`src/sv/fsds_pkg.sv`:
```
// Shared constants, codes and types of the Fibonacci series / dedup set block.
package fsds_pkg;

    localparam int SET_DEPTH   = 256;
    localparam int MAX_TERMS   = 64;
    localparam int QUEUE_DEPTH = 2;

    localparam int REQ_TYPE_W   = 2;
    localparam int TERM_W       = 31;
    localparam int COUNT_W      = 7;
    localparam int READ_INDEX_W = 8;
    localparam int VALUE_W      = 64;
    localparam int POS_W        = 6;
    localparam int SET_SIZE_W   = 9;

    localparam int SET_AW    = $clog2(SET_DEPTH);
    localparam int FILL_W    = SET_AW + 1;
    localparam int IDX_CMP_W = (FILL_W > READ_INDEX_W) ? FILL_W : READ_INDEX_W;
    localparam int QAW       = $clog2(QUEUE_DEPTH);
    localparam int QCNT_W    = QAW + 1;

    localparam logic [COUNT_W-1:0] MAX_COUNT = COUNT_W'(MAX_TERMS);

    localparam logic [REQ_TYPE_W-1:0] REQ_GEN   = 2'd0;
    localparam logic [REQ_TYPE_W-1:0] REQ_READ  = 2'd1;
    localparam logic [REQ_TYPE_W-1:0] REQ_CLEAR = 2'd2;

    typedef struct packed {
        logic [REQ_TYPE_W-1:0]   req_type;
        logic [TERM_W-1:0]       first_term;
        logic [TERM_W-1:0]       second_term;
        logic [COUNT_W-1:0]      term_count;
        logic [READ_INDEX_W-1:0] read_index;
    } t_req;

    typedef struct packed {
        logic [VALUE_W-1:0]    value_out;
        logic [POS_W-1:0]      term_position;
        logic                  is_new;
        logic                  dropped_full;
        logic                  saturated;
        logic                  entry_valid;
        logic [SET_SIZE_W-1:0] set_size;
        logic                  bad_request;
        logic                  is_last;
    } t_res;

    typedef enum logic [1:0] {
        CMD_GEN,
        CMD_READ,
        CMD_CLEAR,
        CMD_BAD
    } t_cmd_kind;

    typedef struct packed {
        t_cmd_kind               kind;
        logic [TERM_W-1:0]       first_term;
        logic [TERM_W-1:0]       second_term;
        logic [COUNT_W-1:0]      count;
        logic [READ_INDEX_W-1:0] index;
    } t_cmd;

    // front -> queue
    typedef struct packed {
        logic vld;
        t_cmd cmd;
    } t_push;

    // queue -> back
    typedef struct packed {
        logic vld;
        t_cmd cmd;
    } t_qhead;

    typedef struct packed {
        logic full;
        logic empty;
    } t_qstat;

endpackage

```
`src/sv/fsds_if.sv`:
```
// Request and result channel interfaces.
interface fsds_req_if;
    import fsds_pkg::*;
    logic valid;
    logic ready;
    t_req data;
    modport source (output valid, output data, input ready);
    modport sink (input valid, input data, output ready);
endinterface


```
`src/sv/fsds_front.sv`:
```
// Request intake: classifies requests and pushes commands into the queue.
module fsds_front (
    fsds_req_if.sink         i_req,
    input  fsds_pkg::t_qstat i_qstat,
    output fsds_pkg::t_push  o_push
);
    import fsds_pkg::*;

    logic      known;
    t_cmd_kind kind;
    logic      bad;

    assign bad = (i_req.data.second_term <= i_req.data.first_term)
              || (i_req.data.term_count == '0);

    always_comb begin
        known = 1'b1;
        kind  = CMD_GEN;
        unique case (i_req.data.req_type)
            REQ_GEN:   kind = bad ? CMD_BAD : CMD_GEN;
            REQ_READ:  kind = CMD_READ;
            REQ_CLEAR: kind = CMD_CLEAR;
            default:   known = 1'b0;   // unknown type: taken and dropped
        endcase
    end

    assign i_req.ready = !i_qstat.full;

    always_comb begin
        o_push.vld             = i_req.valid && !i_qstat.full && known;
        o_push.cmd.kind        = kind;
        o_push.cmd.first_term  = i_req.data.first_term;
        o_push.cmd.second_term = i_req.data.second_term;
        o_push.cmd.count       = (i_req.data.term_count > MAX_COUNT) ? MAX_COUNT
                                                                    : i_req.data.term_count;
        o_push.cmd.index       = i_req.data.read_index;
    end
endmodule

```
`src/flat_wrapper.sv`:
```
// flat-port wrapper written by rule: the top's interface ports become plain ports
module fsds_front_flat import fsds_pkg::*;
  (i_qstat, o_push, i_req_valid, i_req_data, i_req_ready);
  fsds_req_if i_req_i ();
  input  fsds_pkg::t_qstat i_qstat;
  output fsds_pkg::t_push o_push;
  input wire logic [$bits(i_req_i.valid)-1:0] i_req_valid;
  input wire logic [$bits(i_req_i.data)-1:0] i_req_data;
  output wire logic [$bits(i_req_i.ready)-1:0] i_req_ready;
  assign i_req_i.valid = i_req_valid;
  assign i_req_i.data = i_req_data;
  assign i_req_ready = i_req_i.ready;
  fsds_front u_core (.i_req(i_req_i), .i_qstat(i_qstat), .o_push(o_push));
endmodule
```
`config.mk`:
```
export PLATFORM = sky130hd
export DESIGN_NAME = fsds_front_flat
export DESIGN_NICKNAME = d
export VERILOG_FILES = /design/src/sv/fsds_pkg.sv /design/src/sv/fsds_if.sv /design/src/sv/fsds_front.sv /design/src/flat_wrapper.sv
export SDC_FILE = /design/constraint.sdc
export NUM_CORES = 1
export LEC_CHECK = 0
export BUFFER_PORTS_ARGS = -buffer_cell sky130_fd_sc_hd__buf_2
export CAP_MARGIN = 30
export CORE_AREA = 2 2 64 66
export DETAILED_ROUTE_END_ITERATION = 8
export DIE_AREA = 0 0 66 68
export PLACE_DENSITY = 0.95
export SYNTH_ARGS = -nofsm -noshare
export SYNTH_HDL_FRONTEND = slang
export SYNTH_SLANG_ARGS = --single-unit
```
`constraint.sdc`:
```
create_clock -name vclk -period 6
set_input_delay 1.2 -clock vclk [all_inputs]
set_output_delay 1.2 -clock vclk [all_outputs]
set_load 0.1 [all_outputs]
```
==> run metrics <==
status=completed; Critical Path Start Type=input pin; Die W=66 µm; clock buffer count=0; Yosys cell types=22; main combinational cell family by area after synthesis=buffers and inverters; fmax=215 MHz; min Tclk post-route=4.65 ns; CTS Hold Buffers Added=0; I/O pin count=163; relative slew slack=66.7%; leakage=1.12 nW; final-report hold violation count=0; GR met3 Demand/Resource=0.658%; GRT met1 Usage=14.1%; simple-gate share of the synthesized area=15.7%; router iterations before antenna repair=4; synthesis-to-finish area growth=18.6%; largest net degree at the start of global routing=9; top cells by count, synth=buf_4 (70), inv_1 (34), ha_1 (31), a21oi_1 (13), nand2_1 (8); end-of-flow core utilization=43.7%; slew of the pin with the lowest slew margin=0.503 ns; vias in the first global route=1151; share of cells above drive strength 1=55.5%; syn_area_per_cell=7.15 µm²; drt drc=0; initial drt markers=11; Setup Buffers After CTS=0; Max VDD drop=0.0742 mV; fin nets=389; Die H=68 µm; Max Cap Viol=0; Vias/cell=4.54; WP data required=4.80 ns; routability cong.=0.675; first-pass GRT wire length=4590 µm; Starting Density=36.9%; Detail Route Antenna Nets=0; synth top area cells=buf_4 (37%), ha_1 (27%), inv_1 (9.0%); die area=4490 µm²; sequential cell area=0 µm²; RSZ-0062 raised after global routing=false; max-slew violation count=0; CP arrival=3.45 ns; Routed Wire Length=3390 µm; CP endpoint kind=output port; DR WL/cell=10.5 µm; Max Fanout on Critical Path=4; number of port buffers=146; post-synthesis mux area share=0%; busiest grt layer=met2; sequential fraction of the synthesis area=0%; gr ovfl total=0; post-synthesis compound-gate area fraction=10.8%; Hold Path Class=input pin to output port; Post-Synthesis Cell Area=1420 µm²; Setup CP Type=input pin to output port; Seq cells=0; Ant. Diodes=0; post-CTS sizing=0; antenna violations before repair=0; Final setup viols=0; Pwr Density=179 nW/µm²; Synthesized Nets=312; Core Rows=23; xor/xnor share of the synthesized area=0%; hpwl dp=3270 µm; Ys Warns=0; met2 Resource Use GR=27.0%; area leader, netlist=buf_4; Fillers=409; adder-cell share of the synthesized area=27.3%; most common cell in the netlist=buf_4; CORE AREA=3860 µm²; Synth Instances=199; TNS Setup=0 ns; post-synth top area share=36.9%; fin crit share=77.4%; Total GRT Usage=12.6%; Vias=1471
==> layout by cell type, fill, tap and decap left out, drive strengths merged <==
| cell type | instances |
|---|---|
| nand2 | 8 |
| nor3 | 5 |
| nor2b | 6 |
| nor2 | 3 |
| o21ai | 7 |
| ha | 31 |
| nand3b | 1 |
| a21oi | 13 |
| or4 | 2 |
| o31ai | 1 |
| nand3 | 3 |
| a211oi | 1 |
| inv | 34 |
| nor4 | 1 |
| nand4 | 7 |
| and3 | 1 |
| buf | 146 |
| a221oi | 4 |
==> stage by stage <==
stage,area [µm²],hold slack [ns],std cells,total power [mW],worst slack [ns]
6_report,1690,2.40,324,0.302,1.35
5_1_grt,1690,2.40,324,0.317,1.25
4_1_cts,1690,2.40,324,0.304,1.32
3_5_place_dp,1690,2.40,324,0.303,1.33
3_3_place_gp,1690,2.40,324,0.299,1.36
2_1_floorplan,1420,2.61,199,0.295,0.0282
==> worst paths after layout <==
check                           from         end  slack (ns)  cells after the start
worst min-delay path   i_req_data[4]   o_push[4]        2.40                      0
worst max-delay path  i_req_data[75]  o_push[78]        1.35                      9
==> critical path, cell delays in order <==
cell and delay [ns]:
buf_2 0.09, inv_1 0.04, ha_1 0.32, nand4_2 0.14
or4_4 0.56, o21ai_2 0.19, nor3_1 0.07, a221oi_1 0.35
buf_2 0.50
==> power by group <==
part / switching (mW) / total, mW / internal [mW]
Clock: 0 / 0 / 0
Sequential: 0 / 0 / 0
Combinational: 0.244 / 0.302 / 0.0577
==> area by class of cell <==
cell class | instances | area (µm²) | share of cell area [%]
multi-input combinational | 94 | 766 | 45.4
timing repair buffer | 146 | 731 | 43.3
tap | 50 | 62.6 | 3.71
inverter | 34 | 128 | 7.57
==> metal layers <==
metal	vias to the layer above	part of all wire, %
met2	71	53
met5	-	0
met1	652	38
li1	746	-
met4	0	0.38
met3	2	8.1
==> cells by family (layout without fill, tap and decap cells) <==
group / Yosys count / in the layout
buffers and inverters: 105 / 180
and+or+nand+nor: 37 / 37
adders and majority gates: 31 / 31
AOI/OAI and AO/OA: 26 / 26
(Power assumes the default switching activity.)
