## src/sv/fsds_pkg.sv

```systemverilog
// Shared constants, codes and types of the Fibonacci series / dedup set block.
package fsds_pkg;

    localparam int SET_DEPTH   = 256;
    localparam int MAX_TERMS   = 64;
    localparam int QUEUE_DEPTH = 2;

    localparam int REQ_TYPE_W   = 2;
    localparam int TERM_W       = 31;
    localparam int COUNT_W      = 7;
    localparam int READ_INDEX_W = 8;
    localparam int VALUE_W      = 64;
    localparam int POS_W        = 6;
    localparam int SET_SIZE_W   = 9;

    localparam int SET_AW    = $clog2(SET_DEPTH);
    localparam int FILL_W    = SET_AW + 1;
    localparam int IDX_CMP_W = (FILL_W > READ_INDEX_W) ? FILL_W : READ_INDEX_W;
    localparam int QAW       = $clog2(QUEUE_DEPTH);
    localparam int QCNT_W    = QAW + 1;

    localparam logic [COUNT_W-1:0] MAX_COUNT = COUNT_W'(MAX_TERMS);

    localparam logic [REQ_TYPE_W-1:0] REQ_GEN   = 2'd0;
    localparam logic [REQ_TYPE_W-1:0] REQ_READ  = 2'd1;
    localparam logic [REQ_TYPE_W-1:0] REQ_CLEAR = 2'd2;

    typedef struct packed {
        logic [REQ_TYPE_W-1:0]   req_type;
        logic [TERM_W-1:0]       first_term;
        logic [TERM_W-1:0]       second_term;
        logic [COUNT_W-1:0]      term_count;
        logic [READ_INDEX_W-1:0] read_index;
    } t_req;

    typedef struct packed {
        logic [VALUE_W-1:0]    value_out;
        logic [POS_W-1:0]      term_position;
        logic                  is_new;
        logic                  dropped_full;
        logic                  saturated;
        logic                  entry_valid;
        logic [SET_SIZE_W-1:0] set_size;
        logic                  bad_request;
        logic                  is_last;
    } t_res;

    typedef enum logic [1:0] {
        CMD_GEN,
        CMD_READ,
        CMD_CLEAR,
        CMD_BAD
    } t_cmd_kind;

    typedef struct packed {
        t_cmd_kind               kind;
        logic [TERM_W-1:0]       first_term;
        logic [TERM_W-1:0]       second_term;
        logic [COUNT_W-1:0]      count;
        logic [READ_INDEX_W-1:0] index;
    } t_cmd;

    // front -> queue
    typedef struct packed {
        logic vld;
        t_cmd cmd;
    } t_push;

    // queue -> back
    typedef struct packed {
        logic vld;
        t_cmd cmd;
    } t_qhead;

    typedef struct packed {
        logic full;
        logic empty;
    } t_qstat;

endpackage

```

## src/sv/fsds_queue.sv

```systemverilog
// Short command queue between the intake and the execution engine.
module fsds_queue (
    input  logic             i_clk,
    input  logic             i_rst_n,
    input  fsds_pkg::t_push  i_push,
    input  logic             i_pop,
    output fsds_pkg::t_qhead o_head,
    output fsds_pkg::t_qstat o_qstat
);
    import fsds_pkg::*;

    t_cmd              r_mem [QUEUE_DEPTH];
    logic [QAW-1:0]    r_wptr;
    logic [QAW-1:0]    r_rptr;
    logic [QCNT_W-1:0] r_cnt;
    logic              do_push;
    logic              do_pop;

    assign o_qstat.full  = (r_cnt == QCNT_W'(QUEUE_DEPTH));
    assign o_qstat.empty = (r_cnt == '0);
    assign do_push = i_push.vld && !o_qstat.full;
    assign do_pop  = i_pop && !o_qstat.empty;

    assign o_head.vld = !o_qstat.empty;
    assign o_head.cmd = r_mem[r_rptr];

    always_ff @(posedge i_clk) begin
        if (!i_rst_n) begin
            r_wptr <= '0;
            r_rptr <= '0;
            r_cnt  <= '0;
        end else begin
            if (do_push) begin
                r_wptr <= r_wptr + 1'b1;
            end
            if (do_pop) begin
                r_rptr <= r_rptr + 1'b1;
            end
            if (do_push && !do_pop) begin
                r_cnt <= r_cnt + 1'b1;
            end else if (!do_push && do_pop) begin
                r_cnt <= r_cnt - 1'b1;
            end
        end
    end

    always_ff @(posedge i_clk) begin
        if (do_push) begin
            r_mem[r_wptr] <= i_push.cmd;
        end
    end
endmodule

```

## config.mk

```make
export PLATFORM = sky130hd
export DESIGN_NAME = fsds_queue
export DESIGN_NICKNAME = d
export VERILOG_FILES = /design/src/sv/fsds_pkg.sv /design/src/sv/fsds_queue.sv
export SDC_FILE = /design/constraint.sdc
export NUM_CORES = 1
export LEC_CHECK = 0
export BUFFER_PORTS_ARGS = -buffer_cell sky130_fd_sc_hd__buf_2
export CAP_MARGIN = 0
export CORE_UTILIZATION = 56
export DETAILED_ROUTE_END_ITERATION = 10
export PLACE_DENSITY = 0.83
export SLEW_MARGIN = 20
export SYNTH_ARGS = -nofsm -noshare
export SYNTH_HDL_FRONTEND = slang
export SYNTH_SLANG_ARGS = --single-unit
```

## constraint.sdc

```tcl
create_clock -name i_clk -period 8 [get_ports i_clk]
set_input_delay 1.6 -clock i_clk [delete_from_list [all_inputs] [get_ports i_clk]]
set_output_delay 1.6 -clock i_clk [all_outputs]
set_load 0.005 [all_outputs]
```

==> metrics <==
Initial Util=0.579; Sequential Power Share=0.470; Post-synth top cells=158 x edfxtp_1, 69 x mux2_2, 10 x mux2_4, 6 x buf_2, 5 x dfxtp_1; RSZ-0062 raised after global routing=no; Hold WC Path Type=register to register; Max-cap violations=0; Top FF cell, synth=edfxtp_1; # rows=37; grt total ovfl=0; Slew @ Worst Pin=0.706 ns; CP max-delay cell=dfxtp_4; most common cell in the synthesized netlist=edfxtp_1; Sw Ratio=0.250; simple-gate share of the synthesized area=0.00963; Comb power frac=0.217; slew margin rel.=0.530; Post-Syn Instances=272; clk_lat worst skew=0.52 ns; status=finished clean; Yosys warnings=0; crit path DAT=2.01 ns; global-route wire length before repair=15.3 mm; largest net degree at the start of global routing=80; critical path's top delay family=flip-flops; Critical Path, Cell by Cell=buf_16 -> mux2_2 -> buf_2; DRT iter0 DRCs=149; die area=0.0111 mm²; FMAX=277 MHz; CP Max Fanout=49; highest metal used=met4; largest area contributor in the netlist=edfxtp_1; Post-route DRC=0; clock sink total=163; CTS Buf Count=17; Post-synth ARST share=0; WL met1=4.00 mm; Hold-fix buffers, CTS=0; vias per inst=5.19; Hold Fails Final Rpt=0; Placer Congestion=0.704; post-synth cell types=23; power share of the clock group=0.313; Clock Tree Root=clkbuf_8; xor/xnor cell area share of the yosys netlist=0.00440; Final setup viols=0; period utilization=0.451; Clk pin slew, worst setup/hold paths=0.06 ns; hold depth=2; fraction of layout cells with a size suffix above 1=0.603; syn nets=356; core area=0.0103 mm²; dominant cells by area after synthesis=edfxtp_1 79%, mux2_2 13%, mux2_4 2.5%; Mapped Avg Cell Area=22.0 µm²; Compound-Gate Fraction of Synth Area=0.00544; P_int=1.80 mW; Post-Synth Adder-Cell Area=0.00209; DR vias=3107; mux contribution to synthesized area=0.155; Max VDD drop=0.191 mV; slowest stage delay, CP=0.62 ns; Buf/Inv on CP=2; antenna violations before repair=0; H-tree depth=4; P_leak=2.85 nW; largest family of logic cells by synthesized area=multiplexers; Post-CTS Setup Repair Bufs=0; Sw Pwr=0.598 mW; Post-synth EDFFs=158; skew final=0.00696 ns; Crit path depth=3; PortBufs=164; Setup crit end kind=output pin; footprint of the multi-input gates=0.00107 mm²; nets=534; routed wire length per instance=17.3 µm; post-synthesis sequential area ratio=0.811; FF-to-FF path depth=3; # fillers=634; chip height=105 µm; ant diodes=0; Mapped Area=0.00598 mm²; final core utilization=0.731; #FFs+latches synth=163; Setup CP Type=register to output pin; Die X=105 µm; GRT Total Usage=0.191; Register Area=0.00485 mm²; Fin Setup TNS=0 ns; top cell type's share of synthesized area=0.794; CP Launch Type=register; first-pass detailed-route iteration total=4; Routed WL=10.3 mm; CTS tree=yes; Final ANT Viol Nets=0; vias in the first global route=3146; Max clock buf depth=2; Req. time, crit path=6.40 ns; I/O pin count=165; Synth-to-Final Area Change=26.2%; met3 WL post-DR=828 µm; PD cells=318 mW/mm²; max-slew violations=0; post_cts resized=0; met2 WL=5.36 mm; fin crit period=3.61 ns; hpwl dp=6.42 mm
area by class of cell:
type,instances,area share
multi-input combinational,97,0.141
clock inverter,14,0.0182
tap,136,0.0226
sequential,163,0.643
timing repair buffer,168,0.118
inverter,3,0.00149
clock buffer,18,0.0554
through the flow:
stage	cell area, µm²	hold WS (ns)	setup WS, ns	total power, mW	instances
detailed placement	6930	0.542	4.72	1.66	565
global route	7540	0.612	4.29	2.50	599
finish	7540	0.563	4.39	2.40	599
floorplan	5980	0.479	2.74	1.46	272
global placement	6930	0.494	4.73	1.64	565
CTS	7490	0.553	4.15	2.41	597
flip-flops by register name, summed over array words and instances, names as in the netlist, named ones only:
signal	cells
r_mem	158
r_rptr	1
r_wptr	1
r_cnt	2
cell families (layout without fill, tap and decap cells):
logic type	after synthesis	count (layout)
adder cells (fa/ha/maj)	1	1
multiplexers	79	79
AO/OA/AOI/OAI	5	5
flip-flops	163	163
buffers and inverters	12	203
AND/OR/NAND/NOR	9	9
XOR/XNOR	3	3
layer usage:
metal	vias to the layer above	global-route usage
met5	-	0
met4	0	0.0785
met3	17	0.0754
met2	128	0.326
met1	1521	0.215
li1	1441	-
final timing paths:
| path | start | endpoint | slack [ns] |
|---|---|---|---|
| min reg2reg | r_cnt[1]$_SDFFE_PN0P_ | r_cnt[1]$_SDFFE_PN0P_ | 0.56 |
| max reg2reg | r_cnt[0]$_SDFFE_PN0P_ | r_mem[1][3]$_DFFE_PP_ | 6.16 |
| min | r_cnt[1]$_SDFFE_PN0P_ | r_cnt[1]$_SDFFE_PN0P_ | 0.56 |
| max | register | o_head[23] | 4.39 |
cells in the final DEF, fill, tap and decap left out, drive strengths merged, types with 2 or more instances in the layout:
master / netlist / routed
inv: 3 / 5
dfxtp: 5 / 5
clkinvlp: 0 / 3
and2: 3 / 3
clkinv: 0 / 7
bufinv: 0 / 2
a21boi: 2 / 2
o21ai: 2 / 2
edfxtp: 158 / 158
mux2: 79 / 79
buf: 9 / 168
clkbuf: 0 / 18
xnor2: 2 / 2
worst register-to-register path: cells and delay by family, from the launching register on:
kind,cells,cell delay (ns)
buffers and inverters,1,0.32
DFF,1,0.42
and+or+nand+nor,2,0.75
power groups by stage:
stage / Combinational (mW) / Clock (mW) / Sequential (mW)
after floorplan: 0.335 / 0 / 1.12
after global placement: 0.464 / 0 / 1.17
after detailed placement: 0.475 / 0 / 1.18
after CTS: 0.480 / 0.764 / 1.17
after global routing: 0.561 / 0.797 / 1.14
final: 0.519 / 0.751 / 1.13
(Power assumes the default switching activity.)
